==> src/hdl/nlt_pkg.sv <==
// Shared types, constants and the microprogram for the neighbor loss table.
// Used by the sequencer, the datapath and the top level.
`default_nettype none

package nlt_pkg;

  localparam int TABLE_ENTRIES_DEF = 8;

  localparam logic FUNC_RECEIVE = 1'b0;
  localparam logic FUNC_REPORT  = 1'b1;

  typedef enum logic [3:0] {
    ST_WAIT     = 4'd0,
    ST_DISPATCH = 4'd1,
    ST_SCAN     = 4'd2,
    ST_CMP      = 4'd3,
    ST_UPDATE   = 4'd4,
    ST_FULLCHK  = 4'd5,
    ST_INSERT   = 4'd6,
    ST_REPORT   = 4'd7,
    ST_RD       = 4'd8,
    ST_EMIT     = 4'd9,
    ST_MORE     = 4'd10,
    ST_CLEAR    = 4'd11,
    ST_EMPTY    = 4'd12,
    ST_CLEAR_E  = 4'd13
  } step_t;

  typedef enum logic [3:0] {
    C_NEXT     = 4'd0,
    C_ALWAYS   = 4'd1,
    C_WAIT_IN  = 4'd2,
    C_REPORT   = 4'd3,
    C_END      = 4'd4,
    C_NOMATCH  = 4'd5,
    C_FULL     = 4'd6,
    C_EMPTY    = 4'd7,
    C_OUT_BUSY = 4'd8,
    C_MORE     = 4'd9
  } cond_t;

  typedef struct packed {
    logic  in_ready;
    logic  idx_clr;
    logic  rd_inc;
    logic  wr_upd;
    logic  wr_new;
    logic  emit_entry;
    logic  emit_empty;
    logic  cnt_clr;
    cond_t cond;
    step_t target;
  } ctrl_t;

  typedef struct packed {
    logic accept;
    logic report;
    logic at_end;
    logic match;
    logic full;
    logic empty;
    logic out_busy;
  } stat_t;

  typedef struct packed {
    logic [15:0]       addr;
    logic [7:0]        last_id;
    logic [7:0]        total;
    logic [7:0]        lost;
    logic [7:0]        quality;
    logic signed [7:0] strength;
    logic [15:0]       metric;
    logic [31:0]       accum;
  } entry_t;

  typedef struct packed {
    logic              func;
    logic [15:0]       sender_addr;
    logic [7:0]        msg_id;
    logic [7:0]        link_quality;
    logic signed [7:0] signal_strength;
    logic [15:0]       route_metric;
    logic [31:0]       etx_sum;
  } in_beat_t;

  typedef struct packed {
    logic              entry_valid;
    logic [15:0]       from_addr;
    logic [15:0]       to_addr;
    logic [7:0]        total_count;
    logic [7:0]        lost_count;
    logic [7:0]        out_link_quality;
    logic signed [7:0] out_signal_strength;
    logic [15:0]       out_route_metric;
    logic [31:0]       out_etx_sum;
    logic [3:0]        entry_total;
    logic              last_of_report;
  } out_beat_t;

  function automatic ctrl_t ucode(step_t s);
    ctrl_t c;
    c = '0;
    c.cond = C_NEXT;
    c.target = ST_WAIT;
    case (s)
      ST_WAIT: begin
        c.in_ready = 1'b1;
        c.idx_clr = 1'b1;
        c.cond = C_WAIT_IN;
        c.target = ST_WAIT;
      end
      ST_DISPATCH: begin
        c.cond = C_REPORT;
        c.target = ST_REPORT;
      end
      ST_SCAN: begin
        c.rd_inc = 1'b1;
        c.cond = C_END;
        c.target = ST_FULLCHK;
      end
      ST_CMP: begin
        c.cond = C_NOMATCH;
        c.target = ST_SCAN;
      end
      ST_UPDATE: begin
        c.wr_upd = 1'b1;
        c.cond = C_ALWAYS;
        c.target = ST_WAIT;
      end
      ST_FULLCHK: begin
        c.cond = C_FULL;
        c.target = ST_WAIT;
      end
      ST_INSERT: begin
        c.wr_new = 1'b1;
        c.cond = C_ALWAYS;
        c.target = ST_WAIT;
      end
      ST_REPORT: begin
        c.cond = C_EMPTY;
        c.target = ST_EMPTY;
      end
      ST_RD: begin
        c.rd_inc = 1'b1;
      end
      ST_EMIT: begin
        c.emit_entry = 1'b1;
        c.cond = C_OUT_BUSY;
        c.target = ST_EMIT;
      end
      ST_MORE: begin
        c.cond = C_MORE;
        c.target = ST_RD;
      end
      ST_CLEAR: begin
        c.cnt_clr = 1'b1;
        c.cond = C_ALWAYS;
        c.target = ST_WAIT;
      end
      ST_EMPTY: begin
        c.emit_empty = 1'b1;
        c.cond = C_OUT_BUSY;
        c.target = ST_EMPTY;
      end
      ST_CLEAR_E: begin
        c.cnt_clr = 1'b1;
        c.cond = C_ALWAYS;
        c.target = ST_WAIT;
      end
      default: begin
        c.cond = C_ALWAYS;
        c.target = ST_WAIT;
      end
    endcase
    return c;
  endfunction

endpackage

`default_nettype wire

==> src/hdl/nlt_in_if.sv <==
// Input channel of the neighbor loss table: valid, ready and one input beat.
// Depends on nothing.
`default_nettype none

interface nlt_in_if;
  logic              valid;
  logic              ready;
  logic              func;
  logic [15:0]       sender_addr;
  logic [7:0]        msg_id;
  logic [7:0]        link_quality;
  logic signed [7:0] signal_strength;
  logic [15:0]       route_metric;
  logic [31:0]       etx_sum;

  modport source (
    output valid, func, sender_addr, msg_id, link_quality, signal_strength,
           route_metric, etx_sum,
    input  ready
  );

  modport sink (
    input  valid, func, sender_addr, msg_id, link_quality, signal_strength,
           route_metric, etx_sum,
    output ready
  );
endinterface

`default_nettype wire

==> src/hdl/nlt_out_if.sv <==
// Result channel of the neighbor loss table: valid, ready and one result beat.
// Depends on nothing.
`default_nettype none

interface nlt_out_if;
  logic              valid;
  logic              ready;
  logic              entry_valid;
  logic [15:0]       from_addr;
  logic [15:0]       to_addr;
  logic [7:0]        total_count;
  logic [7:0]        lost_count;
  logic [7:0]        out_link_quality;
  logic signed [7:0] out_signal_strength;
  logic [15:0]       out_route_metric;
  logic [31:0]       out_etx_sum;
  logic [3:0]        entry_total;
  logic              last_of_report;

  modport source (
    output valid, entry_valid, from_addr, to_addr, total_count, lost_count,
           out_link_quality, out_signal_strength, out_route_metric, out_etx_sum,
           entry_total, last_of_report,
    input  ready
  );

  modport sink (
    input  valid, entry_valid, from_addr, to_addr, total_count, lost_count,
           out_link_quality, out_signal_strength, out_route_metric, out_etx_sum,
           entry_total, last_of_report,
    output ready
  );
endinterface

`default_nettype wire

==> src/hdl/nlt_seq.sv <==
// Microcode sequencer: step counter, program table and jump condition select.
// Depends on nlt_pkg for the control word, status and step types.
`default_nettype none

module nlt_seq (
  input  wire logic           clk,
  input  wire logic           rst_n,
  input  wire nlt_pkg::stat_t stat,
  output nlt_pkg::ctrl_t      ctrl
);

  nlt_pkg::step_t upc_r;
  nlt_pkg::step_t upc_nxt;
  logic           taken;

  assign ctrl = nlt_pkg::ucode(upc_r);

  always_comb begin
    case (ctrl.cond)
      nlt_pkg::C_NEXT:     taken = 1'b0;
      nlt_pkg::C_ALWAYS:   taken = 1'b1;
      nlt_pkg::C_WAIT_IN:  taken = !stat.accept;
      nlt_pkg::C_REPORT:   taken = stat.report;
      nlt_pkg::C_END:      taken = stat.at_end;
      nlt_pkg::C_NOMATCH:  taken = !stat.match;
      nlt_pkg::C_FULL:     taken = stat.full;
      nlt_pkg::C_EMPTY:    taken = stat.empty;
      nlt_pkg::C_OUT_BUSY: taken = stat.out_busy;
      nlt_pkg::C_MORE:     taken = !stat.at_end;
      default:             taken = 1'b1;
    endcase
  end

  always_comb begin
    if (taken) begin
      upc_nxt = ctrl.target;
    end else begin
      upc_nxt = nlt_pkg::step_t'(upc_r + 4'd1);
    end
  end

  always_ff @(posedge clk) begin
    if (!rst_n) begin
      upc_r <= nlt_pkg::ST_WAIT;
    end else begin
      upc_r <= upc_nxt;
    end
  end

  a_dispatch_after_accept: assert property (@(posedge clk) disable iff (!rst_n)
    (upc_r == nlt_pkg::ST_DISPATCH) |-> $past(stat.accept))
    else $error("dispatch step entered without an accepted beat");

  a_update_after_match: assert property (@(posedge clk) disable iff (!rst_n)
    (upc_r == nlt_pkg::ST_UPDATE) |-> $past(stat.match))
    else $error("update step entered without an address match");

  a_insert_after_room: assert property (@(posedge clk) disable iff (!rst_n)
    (upc_r == nlt_pkg::ST_INSERT) |-> $past(!stat.full))
    else $error("insert step entered with a full table");

endmodule

`default_nettype wire

==> src/hdl/nlt_dp.sv <==
// Datapath: neighbor table memory, scan index, entry count, input latch and
// result register, all driven by the control word. Depends on nlt_pkg and
// the two channel interfaces.
`default_nettype none

module nlt_dp #(
  parameter int TABLE_ENTRIES = nlt_pkg::TABLE_ENTRIES_DEF
) (
  input  wire logic           clk,
  input  wire logic           rst_n,
  input  wire logic           cfg_we,
  input  wire logic [15:0]    cfg_wdata,
  input  wire nlt_pkg::ctrl_t ctrl,
  output nlt_pkg::stat_t      stat,
  nlt_in_if.sink              in_ch,
  nlt_out_if.source           out_ch
);

  localparam int CW = $clog2(TABLE_ENTRIES + 1);
  localparam int IW = (TABLE_ENTRIES > 1) ? $clog2(TABLE_ENTRIES) : 1;

  nlt_pkg::entry_t   mem [TABLE_ENTRIES];
  nlt_pkg::entry_t   rdata_r;
  nlt_pkg::entry_t   wdata;
  nlt_pkg::in_beat_t in_r;
  nlt_pkg::out_beat_t out_r;
  nlt_pkg::out_beat_t out_nxt;
  logic [15:0]       own_addr_r;
  logic [CW-1:0]     count_r;
  logic [CW-1:0]     count_nxt;
  logic [CW-1:0]     idx_r;
  logic [CW-1:0]     idx_nxt;
  logic [IW-1:0]     rd_idx_r;
  logic [IW-1:0]     wr_addr;
  logic              wr_en;
  logic              rd_en;
  logic              out_valid_r;
  logic              out_valid_nxt;
  logic              out_free;
  logic              out_load;
  logic              accept;
  logic [CW+3:0]     count_ext;

  assign accept    = in_ch.valid && ctrl.in_ready;
  assign out_free  = !out_valid_r || out_ch.ready;
  assign rd_en     = ctrl.rd_inc && (idx_r != count_r);
  assign wr_en     = ctrl.wr_upd || ctrl.wr_new;
  assign wr_addr   = ctrl.wr_new ? count_r[IW-1:0] : rd_idx_r;
  assign out_load  = (ctrl.emit_entry || ctrl.emit_empty) && out_free;
  assign count_ext = {4'd0, count_r};

  assign in_ch.ready = ctrl.in_ready;

  always_comb begin
    stat.accept   = accept;
    stat.report   = (in_r.func == nlt_pkg::FUNC_REPORT);
    stat.at_end   = (idx_r == count_r);
    stat.match    = (rdata_r.addr == in_r.sender_addr);
    stat.full     = (count_r == CW'(TABLE_ENTRIES));
    stat.empty    = (count_r == '0);
    stat.out_busy = !out_free;
  end

  always_comb begin
    wdata.last_id  = in_r.msg_id;
    wdata.quality  = in_r.link_quality;
    wdata.strength = in_r.signal_strength;
    wdata.metric   = in_r.route_metric;
    wdata.accum    = in_r.etx_sum;
    if (ctrl.wr_new) begin
      wdata.addr  = in_r.sender_addr;
      wdata.total = 8'd0;
      wdata.lost  = 8'd0;
    end else if (rdata_r.last_id < in_r.msg_id) begin
      wdata.addr  = rdata_r.addr;
      wdata.total = in_r.msg_id;
      wdata.lost  = rdata_r.lost + in_r.msg_id - rdata_r.last_id - 8'd1;
    end else begin
      wdata.addr  = rdata_r.addr;
      wdata.total = 8'd0;
      wdata.lost  = 8'd0;
    end
  end

  always_ff @(posedge clk) begin
    if (wr_en) begin
      mem[wr_addr] <= wdata;
    end
    if (rd_en) begin
      rdata_r  <= mem[idx_r[IW-1:0]];
      rd_idx_r <= idx_r[IW-1:0];
    end
    if (accept) begin
      in_r.func            <= in_ch.func;
      in_r.sender_addr     <= in_ch.sender_addr;
      in_r.msg_id          <= in_ch.msg_id;
      in_r.link_quality    <= in_ch.link_quality;
      in_r.signal_strength <= in_ch.signal_strength;
      in_r.route_metric    <= in_ch.route_metric;
      in_r.etx_sum         <= in_ch.etx_sum;
    end
    if (out_load) begin
      out_r <= out_nxt;
    end
  end

  always_comb begin
    idx_nxt = idx_r;
    if (ctrl.idx_clr) begin
      idx_nxt = '0;
    end else if (rd_en) begin
      idx_nxt = idx_r + CW'(1);
    end
  end

  always_comb begin
    count_nxt = count_r;
    if (ctrl.cnt_clr) begin
      count_nxt = '0;
    end else if (ctrl.wr_new) begin
      count_nxt = count_r + CW'(1);
    end
  end

  always_comb begin
    out_nxt = '0;
    if (ctrl.emit_entry) begin
      out_nxt.entry_valid         = 1'b1;
      out_nxt.from_addr           = rdata_r.addr;
      out_nxt.to_addr             = own_addr_r;
      out_nxt.total_count         = rdata_r.total;
      out_nxt.lost_count          = rdata_r.lost;
      out_nxt.out_link_quality    = rdata_r.quality;
      out_nxt.out_signal_strength = rdata_r.strength;
      out_nxt.out_route_metric    = rdata_r.metric;
      out_nxt.out_etx_sum         = rdata_r.accum;
      out_nxt.entry_total         = count_ext[3:0];
      out_nxt.last_of_report      = (idx_r == count_r);
    end else begin
      out_nxt.last_of_report      = 1'b1;
    end
  end

  always_comb begin
    if (out_load) begin
      out_valid_nxt = 1'b1;
    end else if (out_ch.ready) begin
      out_valid_nxt = 1'b0;
    end else begin
      out_valid_nxt = out_valid_r;
    end
  end

  always_ff @(posedge clk) begin
    if (!rst_n) begin
      own_addr_r  <= 16'd0;
      count_r     <= '0;
      idx_r       <= '0;
      out_valid_r <= 1'b0;
    end else begin
      if (cfg_we) begin
        own_addr_r <= cfg_wdata;
      end
      count_r     <= count_nxt;
      idx_r       <= idx_nxt;
      out_valid_r <= out_valid_nxt;
    end
  end

  assign out_ch.valid               = out_valid_r;
  assign out_ch.entry_valid         = out_r.entry_valid;
  assign out_ch.from_addr           = out_r.from_addr;
  assign out_ch.to_addr             = out_r.to_addr;
  assign out_ch.total_count         = out_r.total_count;
  assign out_ch.lost_count          = out_r.lost_count;
  assign out_ch.out_link_quality    = out_r.out_link_quality;
  assign out_ch.out_signal_strength = out_r.out_signal_strength;
  assign out_ch.out_route_metric    = out_r.out_route_metric;
  assign out_ch.out_etx_sum         = out_r.out_etx_sum;
  assign out_ch.entry_total         = out_r.entry_total;
  assign out_ch.last_of_report      = out_r.last_of_report;

  a_count_bound: assert property (@(posedge clk) disable iff (!rst_n)
    count_r <= CW'(TABLE_ENTRIES))
    else $error("entry count exceeds table size");

  a_insert_not_full: assert property (@(posedge clk) disable iff (!rst_n)
    ctrl.wr_new |-> (count_r < CW'(TABLE_ENTRIES)))
    else $error("insert into a full table");

  a_update_in_range: assert property (@(posedge clk) disable iff (!rst_n)
    ctrl.wr_upd |-> (CW'(rd_idx_r) < count_r))
    else $error("update of an unused entry");

endmodule

`default_nettype wire

==> src/hdl/neighbor_loss_table_top.sv <==
// Top level of the neighbor loss table: sequencer plus datapath.
// Depends on nlt_pkg, nlt_in_if, nlt_out_if, nlt_seq and nlt_dp.
//
// Usage: in_ch carries one beat per received broadcast (func 0) or one
// report request (func 1). A receive beat updates the sender's entry, or
// creates it if the table has room, and yields nothing. A report beat
// yields one result beat per used entry in table order, the final one
// flagged by last_of_report, then empties the table; an empty table yields
// a single beat with entry_valid 0. cfg_we writes own_address from
// cfg_wdata, reported as to_addr.
// Timing: in_ch.ready is high only while the sequencer waits for a beat.
// A receive beat is checked against the used entries in table order, each
// read from memory and then compared; the next beat is taken only after
// the update, the insert or, on a full table, the drop. A report reads
// and emits each entry in turn, then clears the entry count.
// Reset clears the entry count, the result valid and own_address; the table
// memory itself is not cleared. When out_ch stalls, the pending result holds
// and the sequencer waits at an emit step until the result register frees.
`default_nettype none

module neighbor_loss_table_top #(
  parameter int TABLE_ENTRIES = nlt_pkg::TABLE_ENTRIES_DEF
) (
  input  wire logic        clk,
  input  wire logic        rst_n,
  input  wire logic        cfg_we,
  input  wire logic [15:0] cfg_wdata,
  nlt_in_if.sink           in_ch,
  nlt_out_if.source        out_ch
);

  nlt_pkg::ctrl_t ctrl;
  nlt_pkg::stat_t stat;

  nlt_seq u_seq (
    .clk   (clk),
    .rst_n (rst_n),
    .stat  (stat),
    .ctrl  (ctrl)
  );

  nlt_dp #(
    .TABLE_ENTRIES (TABLE_ENTRIES)
  ) u_dp (
    .clk       (clk),
    .rst_n     (rst_n),
    .cfg_we    (cfg_we),
    .cfg_wdata (cfg_wdata),
    .ctrl      (ctrl),
    .stat      (stat),
    .in_ch     (in_ch),
    .out_ch    (out_ch)
  );

endmodule

`default_nettype wire

==> src/flat_wrapper.sv <==
// flat-port wrapper written by rule: the top's interface ports become plain ports
module neighbor_loss_table_top_flat 
#(
  parameter int TABLE_ENTRIES = nlt_pkg::TABLE_ENTRIES_DEF
)
  (clk, rst_n, cfg_we, cfg_wdata, in_ch_valid, in_ch_func, in_ch_sender_addr, in_ch_msg_id, in_ch_link_quality, in_ch_signal_strength, in_ch_route_metric, in_ch_etx_sum, in_ch_ready, out_ch_valid, out_ch_entry_valid, out_ch_from_addr, out_ch_to_addr, out_ch_total_count, out_ch_lost_count, out_ch_out_link_quality, out_ch_out_signal_strength, out_ch_out_route_metric, out_ch_out_etx_sum, out_ch_entry_total, out_ch_last_of_report, out_ch_ready);
  nlt_in_if in_ch_i ();
  nlt_out_if out_ch_i ();
  input  wire logic clk;
  input  wire logic rst_n;
  input  wire logic cfg_we;
  input  wire logic [15:0] cfg_wdata;
  input wire logic [$bits(in_ch_i.valid)-1:0] in_ch_valid;
  input wire logic [$bits(in_ch_i.func)-1:0] in_ch_func;
  input wire logic [$bits(in_ch_i.sender_addr)-1:0] in_ch_sender_addr;
  input wire logic [$bits(in_ch_i.msg_id)-1:0] in_ch_msg_id;
  input wire logic [$bits(in_ch_i.link_quality)-1:0] in_ch_link_quality;
  input wire logic [$bits(in_ch_i.signal_strength)-1:0] in_ch_signal_strength;
  input wire logic [$bits(in_ch_i.route_metric)-1:0] in_ch_route_metric;
  input wire logic [$bits(in_ch_i.etx_sum)-1:0] in_ch_etx_sum;
  output wire logic [$bits(in_ch_i.ready)-1:0] in_ch_ready;
  output wire logic [$bits(out_ch_i.valid)-1:0] out_ch_valid;
  output wire logic [$bits(out_ch_i.entry_valid)-1:0] out_ch_entry_valid;
  output wire logic [$bits(out_ch_i.from_addr)-1:0] out_ch_from_addr;
  output wire logic [$bits(out_ch_i.to_addr)-1:0] out_ch_to_addr;
  output wire logic [$bits(out_ch_i.total_count)-1:0] out_ch_total_count;
  output wire logic [$bits(out_ch_i.lost_count)-1:0] out_ch_lost_count;
  output wire logic [$bits(out_ch_i.out_link_quality)-1:0] out_ch_out_link_quality;
  output wire logic [$bits(out_ch_i.out_signal_strength)-1:0] out_ch_out_signal_strength;
  output wire logic [$bits(out_ch_i.out_route_metric)-1:0] out_ch_out_route_metric;
  output wire logic [$bits(out_ch_i.out_etx_sum)-1:0] out_ch_out_etx_sum;
  output wire logic [$bits(out_ch_i.entry_total)-1:0] out_ch_entry_total;
  output wire logic [$bits(out_ch_i.last_of_report)-1:0] out_ch_last_of_report;
  input wire logic [$bits(out_ch_i.ready)-1:0] out_ch_ready;
  assign in_ch_i.valid = in_ch_valid;
  assign in_ch_i.func = in_ch_func;
  assign in_ch_i.sender_addr = in_ch_sender_addr;
  assign in_ch_i.msg_id = in_ch_msg_id;
  assign in_ch_i.link_quality = in_ch_link_quality;
  assign in_ch_i.signal_strength = in_ch_signal_strength;
  assign in_ch_i.route_metric = in_ch_route_metric;
  assign in_ch_i.etx_sum = in_ch_etx_sum;
  assign in_ch_ready = in_ch_i.ready;
  assign out_ch_valid = out_ch_i.valid;
  assign out_ch_entry_valid = out_ch_i.entry_valid;
  assign out_ch_from_addr = out_ch_i.from_addr;
  assign out_ch_to_addr = out_ch_i.to_addr;
  assign out_ch_total_count = out_ch_i.total_count;
  assign out_ch_lost_count = out_ch_i.lost_count;
  assign out_ch_out_link_quality = out_ch_i.out_link_quality;
  assign out_ch_out_signal_strength = out_ch_i.out_signal_strength;
  assign out_ch_out_route_metric = out_ch_i.out_route_metric;
  assign out_ch_out_etx_sum = out_ch_i.out_etx_sum;
  assign out_ch_entry_total = out_ch_i.entry_total;
  assign out_ch_last_of_report = out_ch_i.last_of_report;
  assign out_ch_i.ready = out_ch_ready;
  neighbor_loss_table_top #(.TABLE_ENTRIES(TABLE_ENTRIES)) u_core (.clk(clk), .rst_n(rst_n), .cfg_we(cfg_we), .cfg_wdata(cfg_wdata), .in_ch(in_ch_i), .out_ch(out_ch_i));
endmodule
==> config.mk <==
export PLATFORM = sky130hd
export DESIGN_NAME = neighbor_loss_table_top_flat
export DESIGN_NICKNAME = d
export VERILOG_FILES = /design/src/hdl/nlt_pkg.sv /design/src/hdl/nlt_in_if.sv /design/src/hdl/nlt_out_if.sv /design/src/hdl/nlt_seq.sv /design/src/hdl/nlt_dp.sv /design/src/hdl/neighbor_loss_table_top.sv /design/src/flat_wrapper.sv
export SDC_FILE = /design/constraint.sdc
export NUM_CORES = 1
export LEC_CHECK = 0
export ABC_AREA = 1
export BUFFER_PORTS_ARGS = -buffer_cell sky130_fd_sc_hd__buf_2
export CAP_MARGIN = 10
export CORE_AREA = 5 5 431 433
export CTS_CLUSTER_DIAMETER = 60
export DETAILED_ROUTE_END_ITERATION = 10
export DIE_AREA = 0 0 436 438
export PLACE_DENSITY = 0.47
export REMOVE_ABC_BUFFERS = 1
export SKIP_LAST_GASP = 1
export SLEW_MARGIN = 0
export SYNTH_ARGS = -nofsm -noshare
export SYNTH_HDL_FRONTEND = slang
export SYNTH_SLANG_ARGS = --single-unit
==> constraint.sdc <==
create_clock -name clk -period 15.53 [get_ports clk]
set_input_delay 3.106 -clock clk [delete_from_list [all_inputs] [get_ports clk]]
set_output_delay 3.106 -clock clk [all_outputs]
set_load 0.01 [all_outputs]
==> reports/qor.yml <==
global_route:
  antenna_found_initial: 13
  grt_pass1_vias: 26290
  grt_pass1_wl_um: 174900
  grt_remaining_overflow: 0
  track_usage_pct: 12.05
  grt_max_degree: 239
place:
  pre_cts_slack_ns: 10.21
  dp_hpwl_um: 59210
  dp_cells: 5869
  gp_congestion: 0.7087
  portBuffers: 229
logic_synthesis:
  synthCells: 3412
  yosys.area.top_type_share_pct: 76.32
  synth_adder_area_share_pct: 0.9379
  synth_area_leaders: "edfxtp_1 76%, nor2_1 7.6%, o21ai_0 5.1%, inv_1 1.6%, a31oi_1 1.4%"
  synthesis.area_sq_mm: 0.04509
  ys_seq_elements: 1175
  ys_types: 36
  ys_seq_area_share_pct: 77.61
  synth_top_cell_by_area: "edfxtp_1"
  yosys.area_share.simple_pct: 9.393
  synth_warnings: 0
  synth_edf_count: 1146
  synth_compound_area_share_pct: 8.450
  synth_xor_xnor_area_share_pct: 0.2525
  async_flop_share_pct: 0
  synth_top_family_by_area: "simple AND/OR/NAND/NOR gates"
  synthFlopType: "edfxtp_1"
  postSynthAreaPerCell_sq_um: 13.21
  synthMuxAreaShare_pct: 0
clock_tree:
  cts_tree: "built"
  htree_levels: 4
  post_cts_buffers: 0
  clock_latency_ns: 0.76
  numCtsBuffers: 134
  clockBufferDepth: 3
  ctsHoldBuffers: 0
  root_buffer: "clkbuf_16"
  postCtsResizedCells: 0
  clk_pin_slew_ns: 0.06
  cts_sinks: 1175
worst_setup_path:
  reg2reg_slack_ns: 10.81
  path_cells: "inv_1 -> ha_1 -> inv_1 -> nor2_1 -> buf_2"
  max_stage_delay_ns: 0.36
  ff2ff_path_depth: 13
  worstSetupEndpointType: "output port"
  worstSetupPathType: "reg -> out"
  r2r_start: "u_core.u_seq.upc_r[0]$_SDFF_PN0_"
  crit_start: "u_core.u_seq.upc_r[0]$_SDFF_PN0_"
  r2r-end: "u_core.u_dp.mem[0][65]$_DFFE_PP_"
  slowest_stage: "nor2_1"
  critical_path_cell_count: 5
  cp.arrival_ns: 2.16
  crit_top_cell: "inv_1"
  crit_path_max_fanout: 5
  cp.buffers_inverters: 3
  start_kind: "flop"
  cp_top_family: "buffers and inverters"
  critical_path_required_ns: 12.42
route:
  avgViaCountPerCell: 4.340
  routed_wl_um: 117700
  wl_per_cell_um: 19.25
  routed-via-count: 26530
  drtIter0Drc: 1689
  drtAntennaViolNets: 0
  drc: 0
  dr.pass1.iters: 6
sta:
  hold_viol: 0
  fin_crit_ns: 5.266
  slew_violations: 0
  max_slew_margin_pct: 19.81
  fin_ws_ns: 10.26
  fmax_ghz: 0.1899
  worst_slew_pin_slew_ns: 1.203
  rsz0062_at_grt: "no"
  setup_violations: 0
  fin_crit_sh_pct: 33.91
  skew_ns: 0.04145
floorplanning:
  ios: 230
  die-area_sq_mm: 0.1910
  core_area_sq_mm: 0.1817
  die_y_um: 438
  initial_core_util_pct: 24.81
  die_width_um: 436
  rows: 157
min_path:
  hp-start: "u_core.u_dp.own_addr_r[15]$_SDFFE_PN0P_"
  hold_path_end: "u_core.u_dp.own_addr_r[15]$_SDFFE_PN0P_"
  holdPathStages: 2
  hp-class: "reg -> reg"
finish:
  drive_gt1_share_pct: 12.69
  area_delta_synth_final_pct: 18.01
  final_cell_mix: "1,146 x edfxtp_1, 903 x nor2_1, 459 x o21ai_0"
  layout_commonest_cell: "edfxtp_1"
  post_layout_nonfiller_instances: 6112
  final_nets: 3759
pwr:
  power_density_mw_per_mm2: 144.2
  switching_share_pct: 24.68
  p_int_uw: 5779
  seq_power_share_pct: 51.2
  p_switching_uw: 1894
  combinationalPowerShare_pct: 8.4
  clkPwrFrac_pct: 40.4
  power_leakage_uw: 0.01831
  vdd_drop_max_mv: 0.07533
flow_run:
  maxCapViolations: 0
outcome:
  status: "finished, final reports clean"
cell type report:
type / instances / area [sq um]
Clock inverter: 66 / 759.5
Multi-Input combinational cell: 1850 / 8663
Timing Repair Buffer: 257 / 1469
Inverter: 202 / 783.3
Antenna cell: 7 / 17.52
Clock buffer: 170 / 3531
Tap cell: 2385 / 2984
Fill cell: 18300 / 128500
Sequential cell: 1175 / 35000
power by group through the flow:
stage	registers, uW	logic (uW)	clock network [uW]
3_5_place_dp	4000	658	0
2_1_floorplan	3990	383	0
5_1_grt	3950	733	3330
4_1_cts	3940	661	3200
3_3_place_gp	4000	652	0
6_report	3930	642	3100
cells by family after synthesis:
family / after synthesis
and+or+nand+nor: 1103
buffers and inverters: 387
xor gates and xnor gates: 13
DFF: 1175
AOI/OAI and AO/OA: 705
adders and majority gates: 29
registers in the layout, summed over array words and instances (netlist names), 3 cells and up:
name,count
u_core.u_dp.out_ch.total_count,8
u_core.u_dp.out_ch.out_link_quality,8
u_core.u_dp.rdata_r,104
u_core.u_dp.count_r,4
u_core.u_dp.out_ch.out_etx_sum,32
u_core.u_dp.out_ch.lost_count,8
u_core.u_dp.mem,832
u_core.u_dp.out_ch.entry_total,4
u_core.u_dp.out_ch.out_signal_strength,8
u_core.u_dp.rd_idx_r,3
u_core.u_dp.in_r,88
u_core.u_dp.out_ch.from_addr,16
u_core.u_dp.own_addr_r,16
u_core.u_dp.out_ch.to_addr,16
u_core.u_dp.out_ch.out_route_metric,16
u_core.u_seq.upc_r,4
u_core.u_dp.idx_r,4
per-stage QoR:
step	utilization, %	total power [uW]	TNS (ns)	hold slack (ns)	instance area, sq um
after floorplan	-	4378	-332.38	0.4294	44330
after global placement	26.91	4649	0	0.4403	48900
after detailed placement	26.91	4659	0	0.4440	48900
after CTS	29.27	7796	0	0.4537	53190
after global routing	29.27	8017	0	0.4700	53190
final	29.28	7673	0	0.4548	53210
worst register-to-register path: stages, from the launching register on:
cell and delay, ns:
dfxtp_1 0.35, inv_1 0.12, ha_1 0.21, inv_1 0.09, nor2_2 0.10, buf_4 0.41, inv_1 0.26, nor2_1 0.13
inv_1 0.06, o21ai_0 0.10, nand2_1 0.28, nor2_4 0.51, buf_4 0.73, buf_4 0.92
worst max-delay path by stage:
stage	end
global route	in_ch_ready
finish	in_ch_ready
CTS	in_ch_ready
detailed placement	u_core.u_dp.in_r[3]$_DFFE_PP_
floorplan	u_core.u_dp.rdata_r[0]$_DFFE_PP_
global placement	u_core.u_dp.in_r[37]$_DFFE_PP_
metal layers:
| layer | routed length [um] | GRT usage [%] | part of all wire, % | up-vias |
|---|---|---|---|---|
| met5 | 51 | 0 | 0.043 | - |
| met4 | 2504 | 3.281 | 2.1 | 8 |
| met3 | 5634 | 2.815 | 4.8 | 167 |
| met2 | 56660 | 20.23 | 48 | 498 |
| met1 | 52810 | 15.66 | 45 | 13290 |
| li1 | - | - | - | 12570 |
Yosys cell counts (20+ instances only):
master	instances
edfxtp_1	1146
nor2_1	912
o21ai_0	459
inv_1	198
nand2_1	149
clkbuf_1	132
a31oi_1	104
o22ai_1	104
buf_2	34
a21oi_1	29
dfxtp_1	29
ha_1	21
nand3_1	20
Note: power is estimated with default switching activity, not from simulation.
